<file path="src/sv/stit_pkg.sv">
package stit_pkg;

  localparam logic OP_INSERT = 1'b0;
  localparam logic OP_DRAIN  = 1'b1;

  localparam int STATUS_W = 2;

  localparam logic [STATUS_W-1:0] ST_INSERTED = 2'd0;
  localparam logic [STATUS_W-1:0] ST_DROPPED  = 2'd1;
  localparam logic [STATUS_W-1:0] ST_EMITTED  = 2'd2;
  localparam logic [STATUS_W-1:0] ST_EMPTY    = 2'd3;

  localparam int COEF_W = 32;

  typedef enum logic [1:0] {
    S_IDLE  = 2'b01,
    S_DRAIN = 2'b10
  } state_t;

  // per-cycle command broadcast to every cell
  typedef struct packed {
    logic ins;
    logic shift;
  } cell_ctl_t;

endpackage

</file>
<file path="src/sv/stit_cell.sv">
module stit_cell #(
  parameter int KEY_W = 24
) (
  input  logic                       clk,
  input  stit_pkg::cell_ctl_t        ctl,
  input  logic                       occ,
  input  logic [KEY_W-1:0]           new_key,
  input  logic [stit_pkg::COEF_W-1:0] new_coef,
  input  logic                       prev_ge,
  input  logic [KEY_W-1:0]           prev_key,
  input  logic [stit_pkg::COEF_W-1:0] prev_coef,
  input  logic [KEY_W-1:0]           next_key,
  input  logic [stit_pkg::COEF_W-1:0] next_coef,
  output logic                       ge,
  output logic [KEY_W-1:0]           key,
  output logic [stit_pkg::COEF_W-1:0] coef
);

  logic [KEY_W-1:0]            key_r;
  logic [stit_pkg::COEF_W-1:0] coef_r;
  logic [KEY_W-1:0]            key_nxt;
  logic [stit_pkg::COEF_W-1:0] coef_nxt;

  // stored term stays ahead of the new one, ties keep arrival order
  assign ge = occ && (key_r >= new_key);

  always_comb begin
    key_nxt  = key_r;
    coef_nxt = coef_r;
    if (ctl.shift) begin
      key_nxt  = next_key;
      coef_nxt = next_coef;
    end else if (ctl.ins && !ge) begin
      if (prev_ge) begin
        key_nxt  = new_key;
        coef_nxt = new_coef;
      end else begin
        key_nxt  = prev_key;
        coef_nxt = prev_coef;
      end
    end
  end

  always_ff @(posedge clk) begin
    key_r  <= key_nxt;
    coef_r <= coef_nxt;
  end

  assign key  = key_r;
  assign coef = coef_r;

endmodule

</file>
<file path="src/sv/sorted_term_insert_table.sv">
// Sorted term table: up to TABLE_DEPTH terms held in a row of cells in descending
// (x, y, z) exponent order, equal keys in arrival order. On an insert every cell
// compares its key with the new one at once and the row shifts to open the slot,
// giving one result beat (inserted, or dropped when full). A drain that is taken
// moves to S_DRAIN and then gives one beat per stored term: the row shifts toward
// cell 0 and each beat carries the head term, with last on the final one; an empty
// drain gives a single empty beat. No input is taken while a drain is streaming,
// and output stall holds the row. The input is also held off while a result beat
// waits under stall.
module sorted_term_insert_table #(
  parameter int TABLE_DEPTH   = 32,
  parameter int EXPONENT_BITS = 8
) (
  input  logic                          clk,
  input  logic                          rst_n,
  input  logic                          in_valid,
  output logic                          in_stall,
  input  logic                          in_operation,
  input  logic [stit_pkg::COEF_W-1:0]   in_coefficient,
  input  logic [EXPONENT_BITS-1:0]      in_exponent_x,
  input  logic [EXPONENT_BITS-1:0]      in_exponent_y,
  input  logic [EXPONENT_BITS-1:0]      in_exponent_z,
  output logic                          out_valid,
  input  logic                          out_stall,
  output logic [stit_pkg::STATUS_W-1:0] out_status,
  output logic [stit_pkg::COEF_W-1:0]   out_term_coefficient,
  output logic [EXPONENT_BITS-1:0]      out_term_exponent_x,
  output logic [EXPONENT_BITS-1:0]      out_term_exponent_y,
  output logic [EXPONENT_BITS-1:0]      out_term_exponent_z,
  output logic                          out_last
);

  localparam int KEY_W = 3 * EXPONENT_BITS;
  localparam int CNT_W = $clog2(TABLE_DEPTH + 1);

  stit_pkg::state_t state_r, state_nxt;
  logic [CNT_W-1:0] count_r, count_nxt;

  logic                          out_valid_r, out_valid_nxt;
  logic [stit_pkg::STATUS_W-1:0] status_r, status_nxt;
  logic [stit_pkg::COEF_W-1:0]   ocoef_r, ocoef_nxt;
  logic [KEY_W-1:0]              okey_r, okey_nxt;
  logic                          last_r, last_nxt;

  stit_pkg::cell_ctl_t ctl;
  logic [KEY_W-1:0]    new_key;
  logic                in_take, out_free, full;

  logic [TABLE_DEPTH-1:0]      occ;
  logic [TABLE_DEPTH-1:0]      ge;
  logic [KEY_W-1:0]            cell_key  [TABLE_DEPTH];
  logic [stit_pkg::COEF_W-1:0] cell_coef [TABLE_DEPTH];

  assign new_key  = {in_exponent_x, in_exponent_y, in_exponent_z};
  assign out_free = !out_valid_r || !out_stall;
  assign in_stall = (state_r != stit_pkg::S_IDLE) || !out_free;
  assign in_take  = in_valid && !in_stall;
  assign full     = (count_r == CNT_W'(TABLE_DEPTH));

  assign ctl.ins   = in_take && (in_operation == stit_pkg::OP_INSERT) && !full;
  assign ctl.shift = (state_r == stit_pkg::S_DRAIN) && out_free;

  for (genvar i = 0; i < TABLE_DEPTH; i++) begin : g_cell
    logic                        p_ge;
    logic [KEY_W-1:0]            p_key, n_key;
    logic [stit_pkg::COEF_W-1:0] p_coef, n_coef;

    assign occ[i] = CNT_W'(i) < count_r;

    if (i == 0) begin : g_head
      assign p_ge   = 1'b1;
      assign p_key  = new_key;
      assign p_coef = in_coefficient;
    end else begin : g_body
      assign p_ge   = ge[i-1];
      assign p_key  = cell_key[i-1];
      assign p_coef = cell_coef[i-1];
    end

    if (i == TABLE_DEPTH - 1) begin : g_tail
      assign n_key  = '0;
      assign n_coef = '0;
    end else begin : g_inner
      assign n_key  = cell_key[i+1];
      assign n_coef = cell_coef[i+1];
    end

    stit_cell #(.KEY_W(KEY_W)) u_cell (
      .clk       (clk),
      .ctl       (ctl),
      .occ       (occ[i]),
      .new_key   (new_key),
      .new_coef  (in_coefficient),
      .prev_ge   (p_ge),
      .prev_key  (p_key),
      .prev_coef (p_coef),
      .next_key  (n_key),
      .next_coef (n_coef),
      .ge        (ge[i]),
      .key       (cell_key[i]),
      .coef      (cell_coef[i])
    );
  end

  always_comb begin
    state_nxt     = state_r;
    count_nxt     = count_r;
    out_valid_nxt = out_valid_r;
    status_nxt    = status_r;
    ocoef_nxt     = ocoef_r;
    okey_nxt      = okey_r;
    last_nxt      = last_r;
    if (out_valid_r && !out_stall) begin
      out_valid_nxt = 1'b0;
    end
    case (state_r)
      stit_pkg::S_IDLE: begin
        if (in_take) begin
          out_valid_nxt = 1'b1;
          ocoef_nxt     = '0;
          okey_nxt      = '0;
          last_nxt      = 1'b1;
          if (in_operation == stit_pkg::OP_INSERT) begin
            if (full) begin
              status_nxt = stit_pkg::ST_DROPPED;
            end else begin
              status_nxt = stit_pkg::ST_INSERTED;
              count_nxt  = count_r + CNT_W'(1);
            end
          end else if (count_r == '0) begin
            status_nxt = stit_pkg::ST_EMPTY;
          end else begin
            // first drain beat is registered from the head cell in S_DRAIN
            out_valid_nxt = 1'b0;
            state_nxt     = stit_pkg::S_DRAIN;
          end
        end
      end
      stit_pkg::S_DRAIN: begin
        if (out_free) begin
          out_valid_nxt = 1'b1;
          status_nxt    = stit_pkg::ST_EMITTED;
          ocoef_nxt     = cell_coef[0];
          okey_nxt      = cell_key[0];
          last_nxt      = (count_r == CNT_W'(1));
          count_nxt     = count_r - CNT_W'(1);
          if (count_r == CNT_W'(1)) begin
            state_nxt = stit_pkg::S_IDLE;
          end
        end
      end
      default: begin
        state_nxt = stit_pkg::S_IDLE;
      end
    endcase
  end

  always_ff @(posedge clk) begin
    if (!rst_n) begin
      state_r     <= stit_pkg::S_IDLE;
      count_r     <= '0;
      out_valid_r <= 1'b0;
    end else begin
      state_r     <= state_nxt;
      count_r     <= count_nxt;
      out_valid_r <= out_valid_nxt;
    end
    status_r <= status_nxt;
    ocoef_r  <= ocoef_nxt;
    okey_r   <= okey_nxt;
    last_r   <= last_nxt;
  end

  assign out_valid            = out_valid_r;
  assign out_status           = status_r;
  assign out_term_coefficient = ocoef_r;
  assign out_term_exponent_x  = okey_r[KEY_W-1 -: EXPONENT_BITS];
  assign out_term_exponent_y  = okey_r[2*EXPONENT_BITS-1 -: EXPONENT_BITS];
  assign out_term_exponent_z  = okey_r[EXPONENT_BITS-1:0];
  assign out_last             = last_r;

  a_count_bound: assert property (@(posedge clk) disable iff (!rst_n)
    count_r <= CNT_W'(TABLE_DEPTH))
    else $error("term count beyond table depth");

  a_drain_nonempty: assert property (@(posedge clk) disable iff (!rst_n)
    state_r == stit_pkg::S_DRAIN |-> count_r != '0)
    else $error("drain running on empty table");

  a_insert_count: assert property (@(posedge clk) disable iff (!rst_n)
    ctl.ins |=> count_r == $past(count_r) + CNT_W'(1))
    else $error("insert did not grow the table");

  a_last_empties: assert property (@(posedge clk) disable iff (!rst_n)
    ctl.shift && count_r == CNT_W'(1) |=> count_r == '0 && out_last
      && state_r == stit_pkg::S_IDLE)
    else $error("final drain beat did not empty the table");

endmodule
</file>
<file path="config.mk">
export PLATFORM = sky130hd
export DESIGN_NAME = sorted_term_insert_table
export DESIGN_NICKNAME = d
export VERILOG_FILES = /design/src/sv/stit_pkg.sv /design/src/sv/stit_cell.sv /design/src/sv/sorted_term_insert_table.sv
export SDC_FILE = /design/constraint.sdc
export NUM_CORES = 2
export LEC_CHECK = 0
export BUFFER_PORTS_ARGS = -buffer_cell sky130_fd_sc_hd__clkbuf_2
export CELL_PAD_IN_SITES_DETAIL_PLACEMENT = 1
export CELL_PAD_IN_SITES_GLOBAL_PLACEMENT = 1
export CORE_MARGIN = 10
export CORE_UTILIZATION = 30
export CTS_CLUSTER_SIZE = 25
export DETAILED_ROUTE_END_ITERATION = 8
export PLACE_DENSITY = 0.52
export SKIP_CTS_REPAIR_TIMING = 1
export SYNTH_ARGS = -nofsm -noshare
export SYNTH_HDL_FRONTEND = slang
export SYNTH_SLANG_ARGS = --single-unit
</file>
<file path="constraint.sdc">
create_clock -name clk -period 9.9 [get_ports clk]
set_input_delay 1.98 -clock clk [delete_from_list [all_inputs] [get_ports clk]]
set_output_delay 1.98 -clock clk [all_outputs]
set_load 0.03 [all_outputs]
</file>
# After elaboration in Yosys (flattened, before gate mapping)
# Cells that the tools add are included.
op_classes:
  div: 0
  bitwise_logic: 1
  n_mul: 0
  reduce_logical: 145
  n_shift: 0
  n_lt_le_gt_ge: 64
  add_sub_neg: 2
  n_eq_ne: 13
  n_mux: 218
op_table:
  columns: ["operator", "count"]
  rows:
  - ["32-bit two-way mux", 95]
  - ["24-bit two-way mux", 95]
  - ["24-bit >= comparator", 32]
  - ["5-bit by 6-bit less-than comparator with 1-bit output (first input constant)", 16]
  - ["1-bit logical AND", 69]
  - ["32-bit case mux with 2 select lines", 1]
  - ["2-bit nonzero test", 32]
  - ["4-bit by 6-bit less-than comparator with 1-bit output (first input constant)", 8]
  - ["24-bit case mux with 2 select lines", 1]
  - ["1-bit zero test", 37]
  - ["3-bit by 6-bit less-than comparator with 1-bit output (first input constant)", 4]
  - ["6-bit two-way mux", 4]
  - ["2-bit two-way mux", 9]
  - ["1-bit by 6-bit less-than comparator with 1-bit output (first input constant)", 2]
  - ["2-bit by 6-bit less-than comparator with 1-bit output (first input constant)", 2]
  - ["2-bit != test (second input constant)", 6]
  - ["6-bit case mux with 2 select lines", 1]
  - ["5-bit AND reduction", 2]
  - ["1-bit two-way mux", 8]
  - ["2-bit case mux with 2 select lines", 2]
  - ["6-bit by 1-bit adder with 6-bit output (second input constant)", 1]
  - ["6-bit by 1-bit equality test with 1-bit output (second input constant)", 1]
  - ["6-bit equality test (second input constant)", 1]
  - ["6-bit zero test", 1]
  - ["10 further kinds", 13]
totals:
  latchBits: 0
  reg_bits: 1860
  ram_bits: 0
  mem_count: 0
  word_cells: 514
  rom_bits: 0
  inputBits: 61

# Depth between registers and ports, before layout
depth:
  ltp_word: 11
  mapped_depth: 13
  ltp_nobuf: 9

# By module
# A second synthesis with hierarchy kept.
unflattened:
  cells_unflattened: 10866
  area_unflattened_um2: 114290.9
by_module_without_submodules:
  columns: ["mod", "cells_each", "seq_area_each_um2", "area_per_inst_um2", "n_inst"]
  rows:
  - ["stit_cell (g_cell[0].u_cell ...)", 331, 1681.6, 3474.6, 28]
  - ["stit_cell (g_cell[6].u_cell ...)", 333, 1681.6, 3472.1, 4]
  - ["sorted_term_insert_table", 266, 1951.9, 3114.2, 1]

# Worst setup path after synthesis
# OpenSTA, ideal clock, no wires.
synth_timing:
  path_type: "input-to-reg"
  start: "input port in_exponent_z[4]"
  end: "register g_cell[3].u_cell.coef_r (netlist bit g_cell[3].u_cell.coef[0]) (enable)"
  setup_slack_ns: 1.014
  path_stages: 9
  arrival_ns: 8.333
  setup_time_ns: 0.554
  cell_sequence: "clkbuf_1 -> inv_1 -> ha_1 -> a21o_1 -> a2111oi_2 -> o21ai_1 -> a221oi_2 -> o32ai_1 -> o31ai_1"
synth_between:
  elab_chain_cells: 5
synth_rtl:
  columns: ["item", "line", "text"]
  rows:
  - ["from (decl)", "sorted_term_insert_table.sv:22", "input logic [EXPONENT_BITS-1:0] in_exponent_z,"]
  - ["24-bit >= comparator", "stit_cell.sv:25", "assign ge = occ && (key_r >= new_key);"]
  - ["1-bit logical AND", "stit_cell.sv:25", null]
  - ["1-bit zero test", "stit_cell.sv:33", "end else if (ctl.ins && !ge) begin"]
  - ["1-bit logical AND", "stit_cell.sv:33", null]
  - ["2-bit nonzero test (no source line)", null, null]
  - ["to (signal assigned)", "stit_cell.sv:46", "coef_r <= coef_nxt;"]
  - ["to (decl)", "stit_cell.sv:20", "logic [stit_pkg::COEF_W-1:0] coef_r;"]
# No other way between the ends.
# A chain may end at the register's enable or synchronous reset.

# Worst setup path in the final report
layout_timing:
  start: "input port in_exponent_y[3]"
  end: "register g_cell[8].u_cell.coef_r (netlist bit g_cell[8].u_cell.coef[22]) (enable)"
layout_between:
  elab_chain_cells: 5
layout_rtl:
  columns: ["item", "line", "text"]
  rows:
  - ["from (decl)", "sorted_term_insert_table.sv:21", "input logic [EXPONENT_BITS-1:0] in_exponent_y,"]
  - ["24-bit >= comparator", "stit_cell.sv:25", null]
  - ["1-bit logical AND", "stit_cell.sv:25", null]
  - ["1-bit zero test", "stit_cell.sv:33", null]
  - ["1-bit logical AND", "stit_cell.sv:33", null]
  - ["2-bit nonzero test (no source line)", null, null]
  - ["to (signal assigned)", "stit_cell.sv:46", null]
  - ["to (decl)", "stit_cell.sv:20", null]
# No other way between the ends.

==> flow_summary.ini <==
[job]
max_cap_violations = 0

[logic_synthesis]
ys_ff_latch = 1860
synth_cells = 10600
yosysUniqueCellTypes = 64
synth_ff_type = edfxtp_1
synthMuxAreaShare_pct = 1.03
ys_warn_count = 0
synth_top_family_by_area = compound AO/OA/AOI/OAI gates
synth.most_common_cell = nand2_1
synth-adder-area-share_pct = 8.89
synth_xor_area_share_pct = 0.0322
synth_top_area_share_pct = 49.6
synth-compound-area-share_pct = 19.0
synthTopCellsByCount = nand2_1 (1836), edfxtp_1 (1795), nand3_1 (1386)
syn_nets = 11500
async_reset_ff_share_pct = 0
seq_area_frac_synth_pct = 50.8
synthSimpleGateAreaFrac_pct = 16.1
yosysTopAreaCell = edfxtp_1
syn_area_per_cell_um2 = 10.2
synth_edf_count = 1795
syn_area_um2 = 109000
yosys-top-cells-area = edfxtp_1 (50%), o211ai_1 (9.5%), ha_1 (8.9%)

[floorplan]
core_um2 = 362000
placementRows = 221
dieArea_um2 = 387000
die_h_um = 622
ioPinCount = 122
die_w_um = 622
start_util_pct = 30.1

[setup_path]
crit_path_cell_trace = clkbuf_2, inv_2, buf_4, ha_1, a21oi_1, o21ai_0, a221oi_1, a31oi_1, nor3_2, buf_12, nand2_1, nand2_4, buf_4
end_kind = flop
crit_family = buffers and inverters
path_buf_inv = 5
slowest_delay_ns = 0.71
cp.required_ns = 10.47
crit_path_top_delay_cell = a221oi_1
path_class = input pin to flop
cp_max_fo = 113
crit_arrival_ns = 7.68
startpoint_type = input pin
critPathMostFrequentCell = buf_4

[finish]
drive_gt1_share_pct = 10.2
final_nets = 11100
final_cell_count_no_fill = 15200
syn_to_final_growth_pct = 12.0
post-route-util_pct = 33.7

[sta]
finalCritPeriodShare_pct = 71.9
layout_min_cycle_time_ns = 7.11
setup_tns_ns = 0
rsz0062_at_grt = no
drv_slew = 1
whs_ns = 0.522
worst_slew_pin_slew_ns = 1.55
setup-violations-final = 0
relSlewSlack_pct = -3.25
fin_skew_ns = 0.0781
clock.fmax_mhz = 141
hold_viol = 0

[status]
violations = slew limit
run_status = complete, but fails checks

[route]
dr.pass1.iters = 6
wire_per_inst_um = 33.4
drtIter0Drc = 9940
ant_nets = 0
drc = 0
num_vias = 94600
vias_per_cell = 6.21
routed_wl_mm = 510

[place]
dp.cells = 14800
place.gp.congestion = 0.860
hpwl_mm = 324
port_buffers = 121

[clock_network]
cts_buffers = 222
clk_pin_slew_ns = 0.06
cts_sinks = 1860
cts_tree = built
clk_path_buf_depth = 4
ctsHtreeMaxLevel = 4
cts-root-buf = clkbuf_16
clkLatencyLatePin_ns = 0.98

[pwr]
p_clk_share_pct = 39.1
leakage_nw = 43.2
cellInternalPower_mw = 15.3
p_per_area_nw_per_um2 = 179
switching_share_pct = 29.5
seqPwrFrac_pct = 46.2
irDropWorstVdd_mv = 0.163
p_comb_share_pct = 14.7
p_switching_mw = 6.43

[grt]
grt_overflow_total = 0
grt_max_degree = 182
grt_pass1_vias = 97200
grt_usage_pct = 25.0
grt_pass1_wl_mm = 726
antenna_found_initial = 28

[hold_path]
min_path_type = flop to flop
-- cell usage in the layout (no fill, tap or decap), types with 61 or more instances in the layout --
cell type,netlist,routed
clkbuf_16,0,225
o22ai_1,71,71
a21oi_1,326,319
o211ai_1,1382,1382
a211oi_1,67,66
clkbuf_2,0,121
inv_1,126,111
nand4_1,124,124
nand3_1,1386,1386
a21o_1,126,120
nor3_1,142,139
edfxtp_1,1795,1795
a31oi_1,82,82
clkbuf_1,738,69
nand2_1,1836,1813
mux2i_1,112,112
buf_4,12,260
o21ai_0,265,260
ha_1,773,772
nor2_1,257,242
dfxtp_1,65,65
o221a_2,206,206
o2111ai_1,62,61
-- area by class of cell --
| type | count | area, µm² |
|---|---|---|
| Antenna cell | 12 | 30.0 |
| Multi-Input combinational cell | 7633 | 49800 |
| Timing Repair Buffer | 415 | 3220 |
| Clock buffer | 313 | 6150 |
| Sequential cell | 1860 | 55200 |
| Fill cell | 40100 | 240000 |
| Clock inverter | 95 | 1020 |
| Inverter | 127 | 477 |
| Tap cell | 4794 | 6000 |
-- state kept, by name, summed over array words and instances, names as in the netlist --
signal                flops
g_cell.u_cell.key       768
out_valid                 1
out_status                2
out_term_coefficient     32
okey_r                   24
g_cell.u_cell.coef     1024
count_r                   6
state_r                   2
out_last                  1
-- worst reg2reg max path, stage by stage, from the launching register on --
cell and delay (ns):
dfxtp_1 0.50, inv_1 0.20, ha_1 0.35, nand2b_1 0.39, a21oi_1 0.39, or3_1 0.38
a31oi_1 0.26, nor3_2 0.32, buf_12 0.52, nand2_1 0.27, nand2_4 0.58, buf_4 0.72
-- metal layers --
metal | vias to the layer above | global-route usage, % | part of all wire [%]
li1 | 40300 | - | -
met1 | 49700 | 35.7 | 45
met2 | 3775 | 39.1 | 44
met3 | 802 | 3.10 | 6.4
met4 | 2 | 8.60 | 4.0
met5 | - | 0 | 0.0022
-- final timing paths --
path	cells after the start	end	slack (ns)	from
setup / recovery	13	g_cell[8].u_cell.coef[22]	2.79	in_exponent_y[3]
setup reg to reg	11	g_cell[8].u_cell.coef[22]	4.53	count_r[1]
hold / removal	1	state_r[0]	0.52	state_r[0]
hold reg to reg	1	state_r[0]	0.52	state_r[0]
-- through the flow --
step           setup WS [ns]  area [µm²]  power (mW)
2_1_floorplan           1.01      109000        11.8
3_3_place_gp            1.65      115000        13.2
3_5_place_dp            1.93      115000        13.3
4_1_cts                 2.95      122000        21.9
5_1_grt                 2.83      122000        22.5
6_report                2.79      122000        21.8
-- cell families (layout without fill, tap and decap cells) --
group	after synthesis	count (layout)
AO/OA/AOI/OAI	2821	2821
XOR/XNOR	4	4
adder cells (fa/ha/maj)	773	773
buffers and inverters	1142	950
flip-flops	1860	1860
multiplexers	112	112
other	0	12
AND/OR/NAND/NOR	3923	3923
-- power by group through the flow --
| stage | clock network [mW] | registers (mW) | logic, mW |
|---|---|---|---|
| after floorplan | 0 | 10.1 | 1.78 |
| after global placement | 0 | 10.2 | 3.03 |
| after detailed placement | 0 | 10.2 | 3.15 |
| after CTS | 8.67 | 10.0 | 3.16 |
| after global routing | 8.94 | 10.1 | 3.45 |
| final | 8.52 | 10.0 | 3.20 |
(Power assumes the default switching activity.)
